**src/hdl/lbac_pkg.sv**
```systemverilog
// Shared constants and result codes of the linked block allocation checker.
`default_nettype none

package lbac_pkg;

  localparam int DEF_TOTAL_BLOCKS = 1024;
  localparam int DEF_MAX_CHAIN    = 128;

  localparam int BLOCK_W  = 10;
  localparam int FILE_W   = 10;
  localparam int STATUS_W = 2;
  localparam int COUNT_W  = 8;

  localparam logic [STATUS_W-1:0] STATUS_OK       = 2'd0;
  localparam logic [STATUS_W-1:0] STATUS_NO_START = 2'd1;
  localparam logic [STATUS_W-1:0] STATUS_HELD     = 2'd2;
  localparam logic [STATUS_W-1:0] STATUS_TOO_LONG = 2'd3;

endpackage

`default_nettype wire

```
**src/hdl/lbac_ram.sv**
```systemverilog
// Generic single write port, single read port RAM with registered read data.
`default_nettype none

module lbac_ram #(
  parameter int WIDTH = 1,
  parameter int DEPTH = 16
) (
  input  wire logic                     clk,
  input  wire logic                     wr_en,
  input  wire logic [$clog2(DEPTH)-1:0] wr_addr,
  input  wire logic [WIDTH-1:0]         wr_data,
  input  wire logic                     rd_en,
  input  wire logic [$clog2(DEPTH)-1:0] rd_addr,
  output logic      [WIDTH-1:0]         rd_data
);

  logic [WIDTH-1:0] mem [DEPTH];

  always_ff @(posedge clk) begin
    if (wr_en) begin
      mem[wr_addr] <= wr_data;
    end
    if (rd_en) begin
      rd_data <= mem[rd_addr];
    end
  end

endmodule

`default_nettype wire

```
**src/hdl/linked_block_allocation_check.sv**
```systemverilog
// Each block takes an accept step (with the bitmap read), then a check step; a final
// block is decided in its check step, which waits while the output is held, and the
// result is registered as that step ends. No block is taken until the last is checked,
// nor while the commit walk of an accepted file reads each stored block from the
// pending list and marks it in the bitmap. Reset: synchronous; afterwards a clearing
// pass zeroes the bitmap, one entry a cycle, and no request is taken until it ends.
`default_nettype none

module linked_block_allocation_check #(
  parameter int TOTAL_BLOCKS = lbac_pkg::DEF_TOTAL_BLOCKS,
  parameter int MAX_CHAIN    = lbac_pkg::DEF_MAX_CHAIN
) (
  input  wire logic                           clk,
  input  wire logic                           rst,
  input  wire logic                           in_valid,
  output logic                                in_ready,
  input  wire logic [lbac_pkg::BLOCK_W-1:0]   start_block,
  input  wire logic [lbac_pkg::BLOCK_W-1:0]   block_number,
  input  wire logic                           last_block,
  output logic                                out_valid,
  input  wire logic                           out_ready,
  output logic      [lbac_pkg::FILE_W-1:0]    file_number,
  output logic      [lbac_pkg::STATUS_W-1:0]  status,
  output logic      [lbac_pkg::COUNT_W-1:0]   block_count
);

  localparam int AW = $clog2(TOTAL_BLOCKS);
  localparam int IW = $clog2(MAX_CHAIN);
  localparam int CW = $clog2(MAX_CHAIN + 1);

  typedef enum logic [4:0] {
    ST_CLEAR = 5'b00001,
    ST_IDLE  = 5'b00010,
    ST_CHECK = 5'b00100,
    ST_CRD   = 5'b01000,
    ST_CWR   = 5'b10000
  } state_t;

  state_t state;

  logic [AW-1:0]                  clr_idx;
  logic [lbac_pkg::BLOCK_W-1:0]   blk;
  logic                           last;
  logic [CW-1:0]                  pending_count;
  logic                           start_seen;
  logic                           overlap_seen;
  logic                           overflow_seen;
  logic [lbac_pkg::FILE_W-1:0]    file_counter;
  logic [CW-1:0]                  commit_count;
  logic [CW-1:0]                  commit_idx;

  logic                           accept;
  logic                           held_rd;
  logic [lbac_pkg::BLOCK_W-1:0]   pend_rd;
  logic                           held_wr_en;
  logic [AW-1:0]                  held_wr_addr;
  logic                           pend_wr_en;
  logic                           blk_out_of_range;
  logic                           pend_in_range;
  logic                           overlap_now;
  logic [lbac_pkg::STATUS_W-1:0]  status_next;
  logic                           can_emit;
  logic                           emit;

  assign in_ready = (state == ST_IDLE);
  assign accept   = in_valid && in_ready;

  assign blk_out_of_range = 32'(blk) >= 32'(TOTAL_BLOCKS);
  assign pend_in_range    = 32'(pend_rd) < 32'(TOTAL_BLOCKS);
  assign overlap_now      = overlap_seen || held_rd || blk_out_of_range;
  assign can_emit         = !out_valid || out_ready;
  assign emit             = (state == ST_CHECK) && last && can_emit;

  always_comb begin
    if (!start_seen) begin
      status_next = lbac_pkg::STATUS_NO_START;
    end else if (overlap_now) begin
      status_next = lbac_pkg::STATUS_HELD;
    end else if (overflow_seen) begin
      status_next = lbac_pkg::STATUS_TOO_LONG;
    end else begin
      status_next = lbac_pkg::STATUS_OK;
    end
  end

  // The bitmap's single write port serves the clearing pass and the commit walk.
  assign held_wr_en   = (state == ST_CLEAR) || ((state == ST_CWR) && pend_in_range);
  assign held_wr_addr = (state == ST_CLEAR) ? clr_idx : AW'(pend_rd);

  lbac_ram #(
    .WIDTH(1),
    .DEPTH(TOTAL_BLOCKS)
  ) u_held_map (
    .clk     (clk),
    .wr_en   (held_wr_en),
    .wr_addr (held_wr_addr),
    .wr_data (state != ST_CLEAR),
    .rd_en   (accept),
    .rd_addr (AW'(block_number)),
    .rd_data (held_rd)
  );

  assign pend_wr_en = accept && (32'(pending_count) < 32'(MAX_CHAIN));

  lbac_ram #(
    .WIDTH(lbac_pkg::BLOCK_W),
    .DEPTH(MAX_CHAIN)
  ) u_pending_list (
    .clk     (clk),
    .wr_en   (pend_wr_en),
    .wr_addr (pending_count[IW-1:0]),
    .wr_data (block_number),
    .rd_en   (state == ST_CRD),
    .rd_addr (commit_idx[IW-1:0]),
    .rd_data (pend_rd)
  );

  always_ff @(posedge clk) begin
    if (rst) begin
      state         <= ST_CLEAR;
      clr_idx       <= '0;
      pending_count <= '0;
      start_seen    <= 1'b0;
      overlap_seen  <= 1'b0;
      overflow_seen <= 1'b0;
      file_counter  <= '0;
      commit_idx    <= '0;
      out_valid     <= 1'b0;
    end else begin
      if (emit) begin
        out_valid <= 1'b1;
      end else if (out_valid && out_ready) begin
        out_valid <= 1'b0;
      end
      case (state)
        ST_CLEAR: begin
          clr_idx <= clr_idx + 1'b1;
          if (clr_idx == AW'(TOTAL_BLOCKS - 1)) begin
            state <= ST_IDLE;
          end
        end
        ST_IDLE: begin
          if (accept) begin
            blk  <= block_number;
            last <= last_block;
            if (block_number == start_block) begin
              start_seen <= 1'b1;
            end
            if (pend_wr_en) begin
              pending_count <= pending_count + 1'b1;
            end else begin
              overflow_seen <= 1'b1;
            end
            state <= ST_CHECK;
          end
        end
        ST_CHECK: begin
          if (!last) begin
            overlap_seen <= overlap_now;
            state        <= ST_IDLE;
          end else if (can_emit) begin
            file_number   <= file_counter;
            status        <= status_next;
            block_count   <= lbac_pkg::COUNT_W'(pending_count);
            file_counter  <= file_counter + 1'b1;
            commit_count  <= pending_count;
            commit_idx    <= '0;
            pending_count <= '0;
            start_seen    <= 1'b0;
            overlap_seen  <= 1'b0;
            overflow_seen <= 1'b0;
            state <= (status_next == lbac_pkg::STATUS_OK) ? ST_CRD : ST_IDLE;
          end
        end
        ST_CRD: begin
          state <= ST_CWR;
        end
        ST_CWR: begin
          commit_idx <= commit_idx + 1'b1;
          if (commit_idx + 1'b1 == commit_count) begin
            state <= ST_IDLE;
          end else begin
            state <= ST_CRD;
          end
        end
        default: begin
          state <= ST_CLEAR;
        end
      endcase
    end
  end

  a_accept_to_check: assert property (@(posedge clk) disable iff (rst)
    accept |=> state == ST_CHECK)
    else $error("accepted request not followed by its check cycle");

  a_counter_tracks_result: assert property (@(posedge clk) disable iff (rst)
    $rose(out_valid) |-> file_counter == lbac_pkg::FILE_W'(file_number + 1'b1))
    else $error("file counter out of step with the emitted result");

  a_commit_only_when_ok: assert property (@(posedge clk) disable iff (rst)
    (state == ST_CRD && $past(state) == ST_CHECK) |->
      (out_valid && status == lbac_pkg::STATUS_OK))
    else $error("commit walk started for a rejected file");

  a_commit_index_bound: assert property (@(posedge clk) disable iff (rst)
    state == ST_CWR |-> commit_idx < commit_count)
    else $error("commit walk ran past the pending list");

endmodule

`default_nettype wire

```
**config.mk**
```make
export PLATFORM = sky130hd
export DESIGN_NAME = linked_block_allocation_check
export DESIGN_NICKNAME = d
export VERILOG_FILES = /design/src/hdl/lbac_pkg.sv /design/src/hdl/lbac_ram.sv /design/src/hdl/linked_block_allocation_check.sv
export SDC_FILE = /design/constraint.sdc
export NUM_CORES = 2
export LEC_CHECK = 0
export BUFFER_PORTS_ARGS = -buffer_cell sky130_fd_sc_hd__buf_2
export CAP_MARGIN = 20
export CORE_AREA = 2 2 364 546
export DETAILED_ROUTE_END_ITERATION = 16
export DIE_AREA = 0 0 366 548
export PLACE_DENSITY_LB_ADDON = 0.25
export REMOVE_ABC_BUFFERS = 1
export SLEW_MARGIN = 20
export SYNTH_ARGS = -nofsm -noshare
export SYNTH_HDL_FRONTEND = slang
export SYNTH_HIERARCHICAL = 1
export SYNTH_SLANG_ARGS = --single-unit
```
**constraint.sdc**
```tcl
create_clock -name clk -period 28.2 [get_ports clk]
set_input_delay 5.64 -clock clk [delete_from_list [all_inputs] [get_ports clk]]
set_output_delay 5.64 -clock clk [all_outputs]
set_load 0.02 [all_outputs]
```
==> results.ini <==
[placement]
placedCellCount = 7826
pre_cts_slack_ns = 17.25
gp_congestion = 0.8171
hpwl_um = 141700
port_buffers = 46
dpl_cell_area_mm2 = 0.1002

[clock_tree]
cts_root_buffer = clkbuf_16
numCtsBuffers = 217
cts_setup_buffers = 0
clockBufferDepth = 4
cts.sinks = 2381
cts_tree = done
cts_resized = 0
htree_levels = 4
cts-hold-fix-buffers = 0
clk_pin_slew_ns = 0.06
insertion_delay_ns = 0.86

[layout]
ff_latch_area_mm2 = 0.07106
utilization = 0.5458
nets = 5467
multi_input_area_mm2 = 0.02449
drive_above_1_share = 0.2107
fill_cells = 15240
final_cells = 8210
area_delta_synth_final_pct = 9.855
stdcell_area_mm2 = 0.1068

[route]
vias = 50680
first_pass_iters = 9
viasPerCell = 6.172
wirelength_um = 245500
antenna_left = 0
drt_iter0_drc = 5906
routed-wl-met3_um = 17170
top_layer = met4
detailroute.wirelength.met2_um = 129200
met1_length_um = 87480
drc = 0
routedWlPerCell_um = 29.90

[power]
power_mw = 7.121
p_leak_nw = 31.91
powerDensity_mw_per_mm2 = 66.67
vdd_drop_max_uv = 64.57

[timing]
max_slew.worst_pin.slew_ns = 1.204
hold_violations = 0
rsz0062_at_grt = false
setup_viol = 0
period_minus_slack_ns = 10.12
whs_ns = 0.4653
fmax_mhz = 98.83
fin_tns_setup_ns = 0
worst_slack_ns = 18.08
final.setup_skew_ns = 0.05219
relSlewSlack = 0.1892
min_period_over_period = 0.3588
final-max-slew-violation-count = 0

[worst_setup_path]
cp-end-kind = register
path_cells = buf_8 > buf_12 > buf_4 > buf_4 > mux4_2 > mux4_2 > mux2i_1 > o21ai_0 > nor2_1 > nor3_1 > nor4_1 > o2111ai_1
startpoint_type = input pin
cp_slowest_stage_delay_ns = 0.68
cp_data_required_time_ns = 28.77
crit_slowest_cell = buf_4
worstPathArrival_ns = 10.69
crit_type = in2reg
worst-path-max-fanout = 83
reg2reg_depth = 8

[logic_synthesis]
yosysUniqueCellTypes = 66
syn_inst = 5452
synth-edff-count = 2336
synth_area_leaders = edfxtp_1 (72%), mux4_2 (14%), nor2_1 (4.6%), mux2i_1 (1.3%), clkbuf_1 (1.0%)
async_reset_ff_frac = 0
yosysMostFrequentCell = edfxtp_1
yosysWarnings = 6
synthTopCellsByCount = edfxtp_1 (2336), nor2_1 (1201), mux4_2 (620), clkbuf_1 (265), nand2_1 (159)
synth_top_area_frac = 0.7215
synth_area_leader_cell = edfxtp_1
postSynthRegisterBits = 2381
ys_seq_area_frac = 0.7308
synth_area_mm2 = 0.09723
syn_avg_cell_area_um2 = 17.83
synth_flop_cell = edfxtp_1

[run_status]
outcome = finished, final reports clean

[grt]
grt_pass1_vias = 51540
grt_pass1_wl_um = 357000
antenna_found_initial = 1
overflow = 0
track_usage = 0.2445
grt_max_degree = 320

[floorplanning]
dieHeight_um = 548
initial_utilization = 0.4968
die_x_um = 366
io_pins = 47
core-area_mm2 = 0.1957
die_area_mm2 = 0.2006
num_rows = 199

[hold_path]
hp-class = reg2reg
hold_depth = 0

[run]
cap_violations = 0

placed cells by master, fill, tap and decap left out, drive strengths merged, types with 4 or more instances in the layout:
cell type	Yosys	final
a2111oi	6	6
a211oi	6	6
a21oi	55	55
a22o	4	4
a22oi	18	18
a311oi	4	4
a31oi	5	5
and2	9	9
and3	11	11
and3b	4	4
buf	153	188
bufinv	0	11
clkbuf	268	276
clkinv	2	78
clkinvlp	0	9
dfxtp	45	45
edfxtp	2336	2336
ha	4	4
inv	9	13
mux2	14	14
mux2i	124	124
mux4	634	634
nand2	159	159
nand2b	13	13
nand3	64	64
nand4	24	24
nor2	1201	1201
nor2b	24	24
nor3	55	55
nor3b	9	9
nor4	8	8
o21ai	24	24
o221ai	49	49
o22ai	28	28
or3	7	7
xnor2	24	24
xor2	23	23
final cells by class:
type                            instances  share of cell area
Timing Repair Buffer                  188             0.01376
Antenna cell                            2          0.00004686
Tap cell                             2613             0.03061
Clock inverter                        100            0.007146
Multi-Input combinational cell       2639              0.2293
Sequential cell                      2381              0.6654
Inverter                               11           0.0005037
Clock buffer                          276             0.05331
power breakdown:
group,leakage [nW],total (mW),internal (mW),switching [mW]
Clock,3.12,2.77,1.52,1.25
Sequential,21.7,3.96,3.95,0.00272
Combinational,7.07,0.394,0.0777,0.316
cells by family (layout without fill, tap and decap cells):
family          Yosys count  in the layout  synth area share
compound gates          216            216           0.01529
mux                     772            772            0.1618
simple gates           1600           1600           0.06706
buf+inv                 432            575           0.02036
flops                  2381           2381            0.7308
fa+ha+maj                 4              4         0.0005148
other cells               0              2                 0
xor+xnor                 47             47          0.004234
layer usage:
layer	global-route usage	vias to the layer above
met5	0	-
met3	0.03201	530
met4	0.1054	0
met1	0.3001	26770
met2	0.4354	2139
li1	-	21240
sequential cells by signal, indices dropped and copies added, names as in the netlist:
register and flops:
u_pending_list/mem 1280, u_held_map/mem 1024, clr_idx 10, file_counter 10
file_number 10, u_pending_list/rd_data 10, commit_count 8, commit_idx 8
pending_count 8, state 5, status 2, last 1
out_valid 1, overflow_seen 1, overlap_seen 1, start_seen 1
u_held_map/rd_data 1
critical path, delay by kind of cell:
family	cells	cell delay, ns
AO/OA/AOI/OAI	2	0.29
buffers and inverters	4	2.41
AND/OR/NAND/NOR	3	0.86
multiplexers	3	1.27
worst paths after layout:
kind                    from                   to  slack, ns
min          file_counter[9]       file_number[9]       0.47
min reg2reg  file_counter[9]       file_number[9]       0.47
max reg2reg         state[2]  u_held_map/mem[586]      22.84
max          block_number[0]   u_held_map/rd_data      18.08
(Power assumes the default switching activity.)
